<file path="config.mk">
export PLATFORM = sky130hd
export DESIGN_NAME = gb3_queue
export DESIGN_NICKNAME = d
export VERILOG_FILES = /design/src/rtl/gb3_pkg.sv /design/src/rtl/gb3_queue.sv
export SDC_FILE = /design/constraint.sdc
export NUM_CORES = 1
export LEC_CHECK = 0
export BUFFER_PORTS_ARGS = -buffer_cell sky130_fd_sc_hd__buf_2
export CORE_ASPECT_RATIO = 1.75
export CORE_MARGIN = 2
export CORE_UTILIZATION = 57
export CTS_CLUSTER_DIAMETER = 150
export DETAILED_ROUTE_END_ITERATION = 16
export PLACE_DENSITY = 0.79
export SYNTH_ARGS = -nofsm -noshare
export SYNTH_HDL_FRONTEND = slang
export SYNTH_SLANG_ARGS = --single-unit
</file>
<file path="constraint.sdc">
create_clock -name clk -period 4.05 [get_ports clk]
set_input_delay 0.81 -clock clk [delete_from_list [all_inputs] [get_ports clk]]
set_output_delay 0.81 -clock clk [all_outputs]
set_load 0.03 [all_outputs]
</file>
<file path="src/rtl/gb3_pkg.sv">
// Shared types and constants of the 3x3 Gaussian blur stream core.
// Used by the front, queue, back and top-level modules; depends on nothing.
`default_nettype none

package gb3_pkg;

  // pixel word width and the fixed field widths of the queue entry and the configuration port
  localparam int PIX_W   = 16;
  localparam int ROW_W   = 16;
  localparam int COL_FW  = 16;   // column as carried in the queue, covers any line length
  localparam int WCFG_W  = 13;
  localparam int HCFG_W  = 16;
  localparam int CFG_DW  = 16;
  localparam int CFG_IW  = 2;

  // register indexes of the configuration port
  localparam logic [CFG_IW-1:0] REG_WIDTH  = 2'd0;
  localparam logic [CFG_IW-1:0] REG_HEIGHT = 2'd1;

  // weighted sum and the divide by 36 (shift by two, then reciprocal of nine)
  localparam int NUM_W   = PIX_W + 6;
  localparam int QIN_W   = NUM_W - 2;
  localparam int DIV9_K  = QIN_W + 6;
  localparam int DIV9_MW = DIV9_K - 3;
  localparam int PROD_W  = QIN_W + DIV9_MW;
  localparam logic [DIV9_MW-1:0] DIV9_M = DIV9_MW'(((64'd1 << DIV9_K) + 64'd8) / 64'd9);
  localparam logic [NUM_W-1:0]   ROUND_BIAS = NUM_W'(18);

  // result slots that one pixel can cause, in emission order
  localparam int RES_INNER = 0;  // (c-1, r-1), filtered or border
  localparam int RES_RIGHT = 1;  // (c, r-1), last column
  localparam int RES_BELOW = 2;  // (c-1, r), last row
  localparam int RES_LAST  = 3;  // (c, r), final pixel of the image
  localparam int NRES      = 4;

  typedef struct packed {
    logic [WCFG_W-1:0] width;
    logic [HCFG_W-1:0] height;
  } cfg_t;

  // one queue entry: position of the causing pixel, which results it makes and their values
  typedef struct packed {
    logic [COL_FW-1:0] col;
    logic [ROW_W-1:0]  row;
    logic [NRES-1:0]   emit;
    logic [PIX_W-1:0]  v_inner;
    logic [PIX_W-1:0]  v_right;
    logic [PIX_W-1:0]  v_below;
    logic [PIX_W-1:0]  v_last;
  } entry_t;

endpackage

`default_nettype wire

</file>
<file path="src/rtl/gb3_queue.sv">
// Short queue of classified pixels between the front end and the result sequencer.
// Holds gb3_pkg::entry_t words in a small register ring.
`default_nettype none

module gb3_queue #(
  parameter int DEPTH = 4
) (
  input  wire logic            clk,
  input  wire logic            rst,
  input  wire logic            push,
  input  wire gb3_pkg::entry_t push_entry,
  output logic                 full,
  output logic                 head_valid,
  output gb3_pkg::entry_t      head,
  input  wire logic            pop
);

  localparam int PTW = $clog2(DEPTH);
  localparam int CNW = $clog2(DEPTH + 1);

  gb3_pkg::entry_t mem [DEPTH];
  logic [PTW-1:0]  wr_ptr, rd_ptr;
  logic [CNW-1:0]  count;

  assign full       = count == CNW'(DEPTH);
  assign head_valid = count != '0;
  assign head       = mem[rd_ptr];

  always_ff @(posedge clk) begin
    if (push) begin
      mem[wr_ptr] <= push_entry;
    end
  end

  // pointers and fill level
  always_ff @(posedge clk) begin
    if (rst) begin
      wr_ptr <= '0;
      rd_ptr <= '0;
      count  <= '0;
    end else begin
      if (push) begin
        wr_ptr <= (wr_ptr == PTW'(DEPTH - 1)) ? '0 : (wr_ptr + PTW'(1));
      end
      if (pop) begin
        rd_ptr <= (rd_ptr == PTW'(DEPTH - 1)) ? '0 : (rd_ptr + PTW'(1));
      end
      if (push && !pop) begin
        count <= count + CNW'(1);
      end else if (pop && !push) begin
        count <= count - CNW'(1);
      end
    end
  end

  a_no_overflow: assert property (@(posedge clk) disable iff (rst) count <= CNW'(DEPTH))
    else $error("queue fill level above depth");
  a_pop_nonempty: assert property (@(posedge clk) disable iff (rst) pop |-> (count != '0))
    else $error("queue popped while empty");

endmodule

`default_nettype wire

</file>
# [Yosys cells after proc, flatten, opt, wreduce, memory -nomap -nowiden]
# Memory sizes are Yosys's and may differ from the RTL's. A register that Yosys moved wholly into a read port is not among the register bits.
# Index checks and enable logic that the tools add are counted.
[op_classes] n_reduce_logical=6 n_mux=8 eq_ne=3 addsub=4
[ops] cell="$mux W2" n=4
[ops] cell="$mux W3" n=2
[ops] cell="$add A2 B1 Y2 const B" n=2
[ops] cell="$eq A2 B2 Y1 const B" n=2
[ops] cell="$add A3 B1 Y3 const B" n=1
[ops] cell="$eq A3 B3 Y1 const B" n=1
[ops] cell="$reduce_bool A3 Y1" n=1
[ops] cell="$sub A3 B1 Y3 const B" n=1
[ops] cell="$logic_and A1 B1 Y1" n=2
[ops] cell="$logic_not A1 Y1" n=2
[ops] cell="$mux W1" n=2
[ops] cell="$reduce_bool A2 Y1" n=1
[totals] in_bits=104 ramBits=400 ff_bits=7 memories=1 elab_cells=25
[mem_list] memory="mem" words=4 width=100 rd=1 rd_ports_with_merged_regs=1 write_ports=1 line_no="gb3_queue.sv:21" rtl="gb3_pkg::entry_t mem [DEPTH];"

# [Depth between registers and ports, before layout]
[logic_depth] ltp_word=4 mapped_depth=7 mapped_depth_nobuf=7

# [Worst setup path after synthesis]
# Ideal clock, no wire load.
[synth_timing] path_type="input to register" start="in push" end="mem mem[0][0] (netlist bit) (enable)" setup_slack_ns=0.461 t_arrival_ns=3.119 cell_stages=1 cell_sequence="and2_1"
[synth_via] elab_chain_cells=2
[synth_rtl] element="from (decl)" line_no="gb3_queue.sv:10" rtl="input wire logic push,"
[synth_rtl] element="$mux W1" line_no="gb3_queue.sv:30" rtl="if (push) begin"
[synth_rtl] element="$mux W1 (implied by the code)" line_no="gb3_queue.sv:31" rtl="mem[wr_ptr] <= push_entry;"
[synth_rtl] element="to (decl)" line_no="gb3_queue.sv:21"
# No other way between the ends.

==> results.json <==
{
  "final_hold_viol_count": 0,
  "post-cts-setup-buffers": 0,
  "syn_to_final_growth_pct": 16.45,
  "yosys.cell_types.count": 18,
  "drt_iter0_markers": 518,
  "die-area_sq_um": 27630,
  "clock_skew_ns": 0.01001,
  "slew_headroom": 0.4789,
  "max_freq_mhz": 304.3,
  "cts_buffers": 35,
  "antenna_found_initial": 4,
  "via_per_inst": 5.876,
  "avgSynthCellArea_sq_um": 26.45,
  "die_w_um": 126.5,
  "final_cell_mix": "400 x edfxtp_1, 205 x buf_2, 100 x mux4_2",
  "crit_required_ns": 3.24,
  "io_buffers": 205,
  "post_cts_resized": 0,
  "vias": 6728,
  "synthDominantCellAreaShare": 0.8023,
  "synth_warnings": 0,
  "overflow": 0,
  "die_h_um": 218.4,
  "start_util": 0.5789,
  "period_needed_ns": 3.286,
  "drc": 0,
  "grt_pass1_vias": 7239,
  "worstSetupPathType": "flop to output pin",
  "routed_wirelength_um": 28590,
  "yosys_register_bits": 409,
  "nNetsFinal": 908,
  "worst-path-max-fanout": 50,
  "dp.final_hpwl_um": 17960,
  "ctsRootBufferMaster": "clkbuf_16",
  "worstSetupStartpointType": "flop",
  "synth.top_cells.by_area": "edfxtp_1 80%, mux4_2 15%, buf_12 1.3%",
  "mostFrequentLayoutCell": "edfxtp_1",
  "coreArea_sq_um": 25860,
  "tightest_slew_ns": 0.7816,
  "grt_pass1_wl_um": 42970,
  "grt_max_degree": 57,
  "track_usage": 0.2090,
  "firstDrtPassIters": 5,
  "p_leak_nw": 5.859,
  "peakVddDrop_mv": 0.4201,
  "fin_crit_sh": 0.8113,
  "h-tree-depth": 2,
  "cts_sinks": 409,
  "status": "complete, no violations",
  "syn_nets": 677,
  "cts_tree": "built",
  "slew_violations": 0,
  "ant_nets": 0,
  "path_clk_slew_ns": 0.07,
  "reg2reg_from": "wr_ptr[0]",
  "drive_gt1_frac": 0.4507,
  "cts_hold_buffers": 0,
  "end_kind": "output pin",
  "worstHoldStart": "push_entry[18]",
  "setup_violations": 0,
  "boundaryPins": 206,
  "synth-seq-area-share": 0.8144,
  "power_density_nw_per_um2": 525.4,
  "globalplace.congestion": 0.7550,
  "worstHoldPathType": "primary input to flop",
  "clock_latency_ns": 0.52,
  "clockBufferDepth": 3,
  "cap_violations": 0,
  "synth_area_sq_um": 14970,
  "fin_total_pwr_w": 0.009159,
  "wl_per_cell_um": 24.97,
  "rows": 78,
  "crit_arrival_ns": 2.48,
  "yosysTopAreaCell": "edfxtp_1",
  "tns_ns": 0,
  "synth_cells": 566,
  "rsz0062_at_grt": "false"
}
-- synthesized netlist by cell type --
cell,n
a21oi_1,2
and2_1,4
buf_1,1
buf_12,10
buf_2,10
buf_6,1
dfxtp_1,9
edfxtp_1,400
fa_1,1
ha_1,6
inv_1,4
mux2i_1,4
mux4_2,100
nor2_1,7
nor3b_1,2
o21ai_0,1
or3_1,2
xor2_1,2
-- path summary, 6_finish.rpt --
kind / to / slack [ns] / cells past startpoint
worst max-delay path: head[37] / 0.76 / 3
worst max register to register: mem[3][68] / 2.04 / 3
worst min register to register: flop / 0.55 / 2
worst min-delay path: mem[2][18] / 0.51 / 1
-- metal layers --
metal | up-vias | GRT usage | wire, um
met5 | - | 0 | 27
met3 | 56 | 0.04725 | 1772
li1 | 2900 | - | -
met1 | 3507 | 0.2420 | 9644
met4 | 4 | 0.07582 | 842
met2 | 261 | 0.3797 | 16310
-- critical path, cell delays in order, from the launching register on --
cell and delay (ns):
dfxtp_4 0.84, buf_4 0.47, mux4_2 0.41, buf_2 0.21
-- sequential cells by signal, indices dropped and copies added (netlist names), named ones only --
register and cells:
wr_ptr 2, count 3, mem 400, rd_ptr 2
-- kinds of logic (layout without fill, tap and decap cells) --
family,count (synthesis),in the layout,synth area share
AOI/OAI and AO/OA,3,3,0.001003
muxes,104,104,0.1531
and+or+nand+nor,15,15,0.005265
xor gates and xnor gates,2,2,0.001170
DFF,409,409,0.8144
other,0,4,0
adders and majority gates,7,7,0.006352
buffers and inverters,26,281,0.01872
-- area by class of cell --
cell class / count / area (sq um)
well taps: 320 / 400.4
diodes: 4 / 10.01
fillers: 1565 / 8429
inverters: 4 / 15.01
clock inverters: 17 / 163.9
repair buffers: 216 / 1184
flip-flops and latches: 409 / 12200
clock buffers: 44 / 952.2
multi-input cells: 131 / 2509
-- report_power, final --
group | total, W | switching, W | internal [W] | leakage [nW]
Sequential | 0.00493 | 0.0000779 | 0.00485 | 3.75
Combinational | 0.000973 | 0.000620 | 0.000353 | 1.57
Clock | 0.00326 | 0.00140 | 0.00186 | 0.536
-- per-stage QoR --
step | utilization | hold WS (ns) | worst slack, ns | instances | instance area, sq um
6_report | 0.6741 | 0.5052 | 0.7642 | 1145 | 17430
5_1_grt | 0.6738 | 0.4849 | 0.6567 | 1142 | 17430
4_1_cts | 0.6737 | 0.4790 | 0.7023 | 1141 | 17420
3_5_place_dp | 0.6305 | 0.5001 | 1.256 | 1080 | 16310
3_3_place_gp | 0.6305 | 0.4746 | 1.295 | 1080 | 16310
2_1_floorplan | - | 0.4553 | 0.4613 | 566 | 14970
No activity file was read; power rests on OpenSTA's default activity.
