**src/rtl/gb3_pkg.sv**
```systemverilog
// Shared types and constants of the 3x3 Gaussian blur stream core.
// Used by the front, queue, back and top-level modules; depends on nothing.
`default_nettype none

package gb3_pkg;

  // pixel word width and the fixed field widths of the queue entry and the configuration port
  localparam int PIX_W   = 16;
  localparam int ROW_W   = 16;
  localparam int COL_FW  = 16;   // column as carried in the queue, covers any line length
  localparam int WCFG_W  = 13;
  localparam int HCFG_W  = 16;
  localparam int CFG_DW  = 16;
  localparam int CFG_IW  = 2;

  // register indexes of the configuration port
  localparam logic [CFG_IW-1:0] REG_WIDTH  = 2'd0;
  localparam logic [CFG_IW-1:0] REG_HEIGHT = 2'd1;

  // weighted sum and the divide by 36 (shift by two, then reciprocal of nine)
  localparam int NUM_W   = PIX_W + 6;
  localparam int QIN_W   = NUM_W - 2;
  localparam int DIV9_K  = QIN_W + 6;
  localparam int DIV9_MW = DIV9_K - 3;
  localparam int PROD_W  = QIN_W + DIV9_MW;
  localparam logic [DIV9_MW-1:0] DIV9_M = DIV9_MW'(((64'd1 << DIV9_K) + 64'd8) / 64'd9);
  localparam logic [NUM_W-1:0]   ROUND_BIAS = NUM_W'(18);

  // result slots that one pixel can cause, in emission order
  localparam int RES_INNER = 0;  // (c-1, r-1), filtered or border
  localparam int RES_RIGHT = 1;  // (c, r-1), last column
  localparam int RES_BELOW = 2;  // (c-1, r), last row
  localparam int RES_LAST  = 3;  // (c, r), final pixel of the image
  localparam int NRES      = 4;

  typedef struct packed {
    logic [WCFG_W-1:0] width;
    logic [HCFG_W-1:0] height;
  } cfg_t;

  // one queue entry: position of the causing pixel, which results it makes and their values
  typedef struct packed {
    logic [COL_FW-1:0] col;
    logic [ROW_W-1:0]  row;
    logic [NRES-1:0]   emit;
    logic [PIX_W-1:0]  v_inner;
    logic [PIX_W-1:0]  v_right;
    logic [PIX_W-1:0]  v_below;
    logic [PIX_W-1:0]  v_last;
  } entry_t;

endpackage

`default_nettype wire

```
**src/rtl/gb3_back.sv**
```systemverilog
// Result sequencer: walks the results of the head queue entry, one word per cycle while
// result_stall does not hold the output register, into that register. Uses gb3_pkg.
`default_nettype none

module gb3_back #(
  parameter int COL_W = 12
) (
  input  wire logic                        clk,
  input  wire logic                        rst,
  input  wire logic                        head_valid,
  input  wire gb3_pkg::entry_t             head,
  output logic                             pop,
  output logic                             result_valid,
  input  wire logic                        result_stall,
  output logic [COL_W-1:0]                 out_col,
  output logic [gb3_pkg::ROW_W-1:0]        out_row,
  output logic [gb3_pkg::PIX_W-1:0]        out_pixel,
  output logic                             run_last
);

  logic [gb3_pkg::NRES-1:0]   done;
  logic [gb3_pkg::NRES-1:0]   pend, sel, rest;
  logic                       out_load, rest_zero;
  logic [gb3_pkg::COL_FW-1:0] col_sel;
  logic [gb3_pkg::ROW_W-1:0]  row_sel;
  logic [gb3_pkg::PIX_W-1:0]  val_sel;

  assign out_load  = head_valid && (!result_valid || !result_stall);
  assign pend      = head.emit & ~done;
  assign rest      = pend & ~sel;
  assign rest_zero = rest == '0;
  assign pop       = out_load && rest_zero;

  // first pending result of the head entry
  always_comb begin
    sel = '0;
    priority if (pend[gb3_pkg::RES_INNER]) begin
      sel[gb3_pkg::RES_INNER] = 1'b1;
      col_sel = head.col - gb3_pkg::COL_FW'(1);
      row_sel = head.row - gb3_pkg::ROW_W'(1);
      val_sel = head.v_inner;
    end else if (pend[gb3_pkg::RES_RIGHT]) begin
      sel[gb3_pkg::RES_RIGHT] = 1'b1;
      col_sel = head.col;
      row_sel = head.row - gb3_pkg::ROW_W'(1);
      val_sel = head.v_right;
    end else if (pend[gb3_pkg::RES_BELOW]) begin
      sel[gb3_pkg::RES_BELOW] = 1'b1;
      col_sel = head.col - gb3_pkg::COL_FW'(1);
      row_sel = head.row;
      val_sel = head.v_below;
    end else begin
      sel[gb3_pkg::RES_LAST] = 1'b1;
      col_sel = head.col;
      row_sel = head.row;
      val_sel = head.v_last;
    end
  end

  always_ff @(posedge clk) begin
    if (rst) begin
      result_valid <= 1'b0;
      done         <= '0;
    end else if (out_load) begin
      result_valid <= 1'b1;
      done         <= rest_zero ? '0 : (done | sel);
    end else if (!result_stall) begin
      result_valid <= 1'b0;
    end
  end

  // output word
  always_ff @(posedge clk) begin
    if (out_load) begin
      out_col   <= COL_W'(col_sel);
      out_row   <= row_sel;
      out_pixel <= val_sel;
      run_last  <= rest_zero;
    end
  end

  a_head_pending: assert property (@(posedge clk) disable iff (rst)
    head_valid |-> (pend != '0))
    else $error("head entry has no pending result");
  a_partial_keeps_head: assert property (@(posedge clk) disable iff (rst)
    (out_load && !rest_zero) |=> head_valid)
    else $error("entry left the queue before all its results");

endmodule

`default_nettype wire

```
**config.mk**
```make
export PLATFORM = sky130hd
export DESIGN_NAME = gb3_back
export DESIGN_NICKNAME = d
export VERILOG_FILES = /design/src/rtl/gb3_pkg.sv /design/src/rtl/gb3_back.sv
export SDC_FILE = /design/constraint.sdc
export NUM_CORES = 1
export LEC_CHECK = 0
export BUFFER_PORTS_ARGS = -buffer_cell sky130_fd_sc_hd__buf_2
export CAP_MARGIN = 20
export CORE_ASPECT_RATIO = 1.2
export CORE_MARGIN = 2
export CORE_UTILIZATION = 40
export CTS_CLUSTER_DIAMETER = 150
export DETAILED_ROUTE_END_ITERATION = 10
export PLACE_DENSITY = 0.74
export SYNTH_ARGS = -nofsm -noshare
export SYNTH_HDL_FRONTEND = slang
export SYNTH_SLANG_ARGS = --single-unit
```
**constraint.sdc**
```tcl
create_clock -name clk -period 3.8 [get_ports clk]
set_input_delay 0.57 -clock clk [delete_from_list [all_inputs] [get_ports clk]]
set_output_delay 0.57 -clock clk [all_outputs]
set_load 0.05 [all_outputs]
```
# ---- Word level (Yosys, flattened, before mapping)
# Index checks and enable logic that the tools add are counted.
dict set report op_classes {
  n_addsub 2
  n_reduce_logical 6
  eq_ne 1
  bitwise 5
  n_mux 17
}
# cell n
set ops {}
lappend ops {{16-bit two-way mux} 5}
lappend ops {{12-bit two-way mux} 3}
lappend ops {{16-bit by 1-bit subtractor with 16-bit output (second input constant)} 1}
lappend ops {{12-bit by 1-bit subtractor with 12-bit output (second input constant)} 1}
lappend ops {{4-bit AND} 2}
lappend ops {{4-bit inverter} 2}
lappend ops {{1-bit two-way mux} 6}
lappend ops {{4-bit zero test} 1}
lappend ops {{4-bit two-way mux} 1}
lappend ops {{4-bit bitwise OR} 1}
lappend ops {{3-bit two-way mux} 1}
lappend ops {{1-bit logical AND} 2}
lappend ops {{1-bit zero test} 2}
lappend ops {{2-bit two-way mux} 1}
lappend ops {{2-bit by 1-bit != test with 1-bit output (second input constant)} 1}
lappend ops {{1-bit logical OR} 1}
dict set report totals {
  inputBits 104
  output_inout_bits 47
  reg_bits 50
}

# ---- Logic depth before layout (Yosys ltp)
# Gate-level depths: netlist (run 1).
dict set report depth {
  ltp_word 9
  mapped_depth 6
}

# ---- Least setup slack after synthesis (run 1)
# OpenSTA, ideal clock, no wires.
dict set report synth_timing {
  path_kind {input to output}
  start {in head_valid}
  end {out pop}
  arrival_time_ns 4.068
  n_path_buf 0
  path_slack_ns -0.838
  required_ns 3.230
  cell_stages 3
  cell_sequence {a21boi_1 -> a21bo_2 -> a211oi_2}
}
dict set report synth_via {
  elab_chain_cells 2
}
# item line_no
set synth_lines {}
lappend synth_lines {{start, declared} gb3_back.sv:10} ;# input wire logic head_valid,
lappend synth_lines {{1-bit logical AND} gb3_back.sv:28} ;# assign out_load = head_valid && (!result_valid || !result_stall);
lappend synth_lines {{1-bit logical AND} gb3_back.sv:32} ;# assign pop = out_load && rest_zero;
lappend synth_lines {{end, declared} gb3_back.sv:12} ;# output logic pop,
# Every way passes these cells.

# ---- Final worst setup path (run 1)
dict set report layout_timing {
  start {in head[65] in the netlist's numbering}
  end {out pop}
}
dict set report layout_via {
  elab_chain_cells 7
  word_cells_on_any_way 8
  classes_between {mux (3); bitwise (3); reduce/logical (2)}
}
# item line_no
set layout_lines {}
lappend layout_lines {{start, declared} gb3_back.sv:11} ;# input wire gb3_pkg::entry_t head,
lappend layout_lines {{4-bit AND *} gb3_back.sv:29} ;# assign pend = head.emit & ~done;
lappend layout_lines {{1-bit two-way mux / 2-bit two-way mux (equally long branches)} gb3_back.sv:42} ;# end else if (pend[gb3_pkg::RES_RIGHT]) begin
lappend layout_lines {{3-bit two-way mux} gb3_back.sv:37} ;# priority if (pend[gb3_pkg::RES_INNER]) begin
lappend layout_lines {{4-bit inverter} gb3_back.sv:30} ;# assign rest = pend & ~sel;
lappend layout_lines {{4-bit AND *} gb3_back.sv:30}
lappend layout_lines {{4-bit zero test *} gb3_back.sv:31} ;# assign rest_zero = rest == '0;
lappend layout_lines {{1-bit logical AND *} gb3_back.sv:32}
# Every way passes the cells marked *; elsewhere a longest branch is shown, timed or not.

==> results.cfg, run 1 <==
[outcome]
status = finished clean

[logic_synthesis]
seq_area_frac_synth_pct = 54.3
synth_most_common_cell = edfxtp_1
synth_edf_count = 45
ys_top_cells_by_area = edfxtp_1, nand2_1, a311oi_1, xor2_1, a21o_1
synth_top_area_share_pct = 50.6
synth_nets = 352
synthTopCellsByCount = edfxtp_1, nand2_1, nor2_1, a21o_1, a311oi_1
synth_top_area_cell = edfxtp_1
synthArstFlopShare_pct = 0
synth.distinct_cells = 38
ys_seq_elements = 50
syn-instance-count = 246
ys_warn_count = 0
syn_avg_cell_area_um2 = 10.9
ys.flop_type = edfxtp_1
synth_area_um2 = 2670

[clock_network]
clockRootBuffer = clkbuf_8
clk_latency_ns = 0.29
tritoncts = built
path_clk_slew_ns = 0.08
clkSinkCount = 50
postCtsSetupBuffers = 0
ctsHoldBuffers = 0
cts_resized = 0
cts_buffers = 5
clockBufferDepth = 2
cts.htree.levels = 2

[critical_path]
path_cells = buf_2 -> and2b_2 -> maj3_1 -> a211oi_2 -> buf_2
critical_path_class = in -> out
cp-end-kind = primary output
crit_path_max_fanout = 5
max_stage_delay_ns = 0.39
cp-start-kind = input pin
arrival_ns = 1.99
crit_family = buffers and inverters
cpMaxStageDelayCell = a211oi_2
cp.required_ns = 3.23
crit_buf_inv = 2
crit_top_cell = buf_2

[die]
start_util_pct = 41.4
core_area_um2 = 6450
dieArea_um2 = 7350
rows = 32
io_pins = 151
die_y_um = 93.5
die_w_um = 78.6

[timing]
fmax_ghz = 0.390
layout_min_cycle_time_ns = 2.56
slew_viol_final = 0
fin_setup_tns_ns = 0
rsz0062_at_grt = false
skew_ns = 0.00477
fin_crit_sh_pct = 67.5
timing.final.setup_violations = 0
relSlewSlack_pct = 52.0
worstMarginPinSlew_ns = 0.720
hold_viol = 0
whs_ns = 0.512

[power_and_ir_drop]
p_total_mw = 1.33
p_per_area_nw_per_um2 = 372
peakVddDrop_mv = 0.171
power.leakage_nw = 1.62

[detailed_routing]
drtIter0Drc = 92
routedWlPerCell_um = 13.1
drc = 0
dr.pass1.iters = 4
via_per_inst = 4.94
antenna_left = 0
num_vias = 2358
wl_um = 6230

[grt]
grt_pass1_vias = 2242
gr-total-overflow = 0
grt_start_max_net_pins = 50
grt_use_met3_pct = 3.67
use_met2_pct = 32.4
grt.total_usage_pct = 17.7
grt_pass1_wl_um = 10100
top_usage_layer = met2
antenna_found_initial = 0
use_met1_pct = 20.7

[final_layout]
final_layout_size_suffix_gt1_share_pct = 42.6
multi_input_area_um2 = 1160
seqCellArea_um2 = 1450
instances_no_fill = 477
finalNetCount = 497
fillers = 578
syn2layout_area_growth_pct = 34.0
num_antenna_cells = 0
fin_util_pct = 55.5

[flow_run]
cap_violations = 0

[placed_design]
placed_cells = 469
io_buffer_count = 146
routabilityCongestion = 0.777
dpl.hpwl_um = 4850

[hold_path]
hp-class = in -> reg
==> registers in the layout, indices dropped and copies added, names as in the netlist <==
signal / count
out_col: 12
out_row: 16
result_valid: 1
done: 4
run_last: 1
out_pixel: 16
==> metrics by stage <==
stage,instance area (µm²),setup slack (ns)
5_1_grt,3580,1.12
3_3_place_gp,3500,1.24
4_1_cts,3580,1.22
2_1_floorplan,2680,0.138
6_report,3580,1.24
3_5_place_dp,3500,1.23
==> logic make-up after synthesis <==
group	Yosys count	share of synthesized area (%)
AO/OA/AOI/OAI	52	14.9
XOR/XNOR	24	7.87
adder cells (fa/ha/maj)	3	1.31
buffers and inverters	17	2.81
flip-flops	50	54.3
AND/OR/NAND/NOR	100	18.8
==> power breakdown <==
group          leakage [nW]  switching [mW]  internal, mW
Sequential            0.478          0.0107         0.652
Combinational          1.10           0.261         0.118
Clock                0.0385           0.162         0.130
==> cell usage in the layout (no fill, tap or decap), drive strengths merged, types with 2 or more instances in the layout <==
master  instances
buf           150
edfxtp         45
nand2          39
nor2           26
a311oi         16
a21o           16
xor2           15
nor3           11
xnor2           9
clkbuf          7
nor4            6
inv             5
a21oi           5
dfxtp           5
nand2b          4
o21ai           4
or3             4
nor4b           3
a31oi           3
nor2b           3
nand3           2
o31ai           2
ha              2
==> layout make-up <==
| class | instances | share of cell area (%) |
|---|---|---|
| well taps | 85 | 2.97 |
| clock buffers | 7 | 2.13 |
| repair buffers | 150 | 21.3 |
| multi-input cells | 179 | 32.4 |
| inverters | 5 | 0.524 |
| flip-flops and latches | 50 | 40.5 |
| clock inverters | 1 | 0.210 |
==> per-layer routing <==
layer | routed length (µm) | share of wire, % | vias to the layer above
li1 | - | - | 1192
met1 | 2330 | 37 | 1060
met2 | 3380 | 54 | 102
met3 | 475 | 7.6 | 4
met4 | 49 | 0.79 | 0
met5 | 0 | 0 | -
==> tightest hold or removal path: cells and delay by family <==
| kind | cells | cell delay, ns |
|---|---|---|
| AOI/OAI and AO/OA | 1 | 0.04 |
| and+or+nand+nor | 1 | 0.07 |
| buffers and inverters | 1 | 0.09 |
==> final timing paths <==
path                             start                        end  slack, ns  cells past startpoint
setup / recovery              head[65]                        pop       1.24                      5
hold / removal              head_valid  result_valid$_SDFFE_PP0P_       0.51                      3
setup reg to reg  done[2]$_SDFFE_PP0P_       out_col[8]$_DFFE_PP_       1.91                      4
hold reg to reg   done[1]$_SDFFE_PP0P_       done[1]$_SDFFE_PP0P_       0.54                      2
(Power assumes the default switching activity.)
==> run 2, diff against run 1 <==
Settings changed: ABC_AREA set to 1, CORE_UTILIZATION 40 to 41.
Clock period 3.8 ns to 2.2 ns, I/O delays scaled along.
==> run 2 against run 1 <==
First-iteration DRC count increased by 27%. Die area increased by 5.9%. Global-route usage decreased by 0.17 points. Non-clock buffer count decreased by 1. Combinational power increased by 82%. Worst hold slack got worse by 0.32 ns. Register-to-register slack got worse by 1.2 ns. Wire length increased by 8.6%. Cell count increased by 17%. Critical path type is now reg -> out. Synthesized cell count increased by 30%. Clock power increased by 71%. Highest routed layer unchanged. Core utilization about the same.
==> results.cfg, run 2 <==
[critical_path]
arrival_ns = 1.55
cp-start-kind = register
cp-end-kind = primary output
critical_path_class = reg -> out
crit_path_max_fanout = 4
cp.required_ns = 1.87

[grt]
grt_pass1_wl_um = 10600
gr-total-overflow = 0
grt.total_usage_pct = 17.5
antenna_found_initial = 0
grt_start_max_net_pins = 30
grt_pass1_vias = 2458

[detailed_routing]
wl_um = 6760
drtIter0Drc = 117
antenna_left = 0
drc = 0
num_vias = 2633
routedWlPerCell_um = 12.1
dr.pass1.iters = 4
via_per_inst = 4.71

[final_layout]
top_regs = out_pixel: 16 flops, out_row: 16 flops, out_col: 12 flops
seqCellArea_um2 = 1450
fin_util_pct = 55.5
stdcell_area_um2 = 3810
multi_input_area_um2 = 1200
mostFrequentLayoutCells = buf_2, nand2_1, inv_1, edfxtp_1, nand4_1
final_common_cell = buf_2
final_layout_size_suffix_gt1_share_pct = 39.2
fillers = 648
syn2layout_area_growth_pct = 31.0
num_antenna_cells = 0
finalNetCount = 577

[timing]
relSlewSlack_pct = 66.7
rsz0062_at_grt = false
fin_setup_tns_ns = 0
skew_ns = 0.00575
fin_crit_sh_pct = 85.4
timing.final.setup_violations = 0
slew_viol_final = 0
hold_viol = 0
layout_min_cycle_time_ns = 1.88
fmax_ghz = 0.532
worstMarginPinSlew_ns = 0.496

[logic_synthesis]
synth_top_area_cell = edfxtp_1
synthTopCellsByCount = nand2_1, inv_1, edfxtp_1, nand4_1, nor2_1
synth_area_um2 = 2910
synth_nets = 427
synthMuxAreaShare_pct = 0
synth_compound_area_share_pct = 3.75
synthAdderAreaFrac_pct = 0.861
ys.flop_type = edfxtp_1
synthArstFlopShare_pct = 0
synth.distinct_cells = 31
synth_top_area_share_pct = 46.5
synth-xor-area-share_pct = 5.73
synth_top_family_by_area = simple AND/OR/NAND/NOR gates
ys_warn_count = 0
seq_area_frac_synth_pct = 49.9
syn_avg_cell_area_um2 = 9.05
syn-instance-count = 321
synth_most_common_cell = nand2_1
ys_top_cells_by_area = edfxtp_1, nand2_1, inv_1, nand4_1, xor2_1
synthSimpleGateAreaFrac_pct = 31.0
synth_edf_count = 45
ys_seq_elements = 50

[clock_network]
clockRootBuffer = clkbuf_8
ctsHoldBuffers = 0
path_clk_slew_ns = 0.09
clk_latency_ns = 0.29
cts.htree.levels = 2
clkSinkCount = 50
clockBufferDepth = 2
cts_buffers = 5
tritoncts = built
postCtsSetupBuffers = 0
cts_resized = 0

[outcome]
status = finished clean

[die]
dieArea_um2 = 7780
io_pins = 151
start_util_pct = 42.4
die_w_um = 80.9
die_y_um = 96.2
rows = 33
core_area_um2 = 6850

[flow_run]
cap_violations = 0

[power_and_ir_drop]
p_total_mw = 2.33
power.leakage_nw = 1.88
p_per_area_nw_per_um2 = 612
peakVddDrop_mv = 0.369

[placed_design]
io_buffer_count = 146
post_dp_cell_area_um2 = 3730
dpl.hpwl_um = 5500
routabilityCongestion = 0.938

[hold_path]
hp-class = in -> reg
==> run 2: changes by cell type after synthesis, sizes merged, moves of 5 or more <==
cell,before,now
o21ai,4,14
nand3,2,16
xnor2,9,4
nand2,39,99
nand4,0,21
clkbuf,9,1
a311oi,16,0
a21o,16,0
inv,5,55
nor4,6,0
==> run 2: kinds of logic after synthesis <==
family                   count (synthesis)
XOR/XNOR                                19
buffers and inverters                   61
adder cells (fa/ha/maj)                  2
flip-flops                              50
AO/OA/AOI/OAI                           21
AND/OR/NAND/NOR                        168
==> run 2: final timing paths <==
check | startpoint | end | slack (ns) | cells past startpoint
worst max-delay path | done[1]$_SDFFE_PP0P_ | pop | 0.32 | 7
worst min register to register | result_valid$_SDFFE_PP0P_ | result_valid$_SDFFE_PP0P_ | 0.47 | 2
worst max register to register | done[1]$_SDFFE_PP0P_ | out_pixel[6]$_DFFE_PP_ | 0.70 | 6
worst min-delay path | rst | result_valid$_SDFFE_PP0P_ | 0.19 | 2
==> run 2: area by class of cell <==
type,instances,area share (%)
repair buffers,149,19.8
clock buffers,6,1.91
inverters,55,5.52
clock inverters,2,0.230
multi-input cells,210,31.5
flip-flops and latches,50,38.2
well taps,87,2.86
==> run 2: routing by layer <==
layer | wire length [µm] | vias up | track usage, %
li1 | - | 1344 | -
met1 | 2650 | 1173 | 19.1
met2 | 3590 | 96 | 32.1
met3 | 331 | 20 | 3.85
met4 | 192 | 0 | 8.05
met5 | 0 | - | 0
==> run 2: worst max-delay path, cell delays in order (launching register included) <==
cell,delay (ns)
dfxtp_1,0.42
inv_2,0.07
nand2_4,0.12
nand3_1,0.11
nand2_1,0.10
nand4_1,0.12
inv_1,0.07
buf_2,0.25
==> run 2: power by group <==
| group | leakage, nW | internal, mW | switching (mW) |
|---|---|---|---|
| clock | 0.0426 | 0.219 | 0.279 |
| sequential | 0.477 | 1.13 | 0.0171 |
| combinational | 1.36 | 0.196 | 0.492 |
| total | 1.88 | 1.54 | 0.788 |
==> run 2: metrics by stage <==
stage / setup slack (ns) / hold WS, ns / std cells
after floorplan: 0.0395 / 0.392 / 321
after global placement: 0.549 / 0.462 / 551
after detailed placement: 0.537 / 0.466 / 551
after CTS: 0.297 / 0.183 / 559
after global routing: 0.222 / 0.182 / 559
final: 0.322 / 0.192 / 559
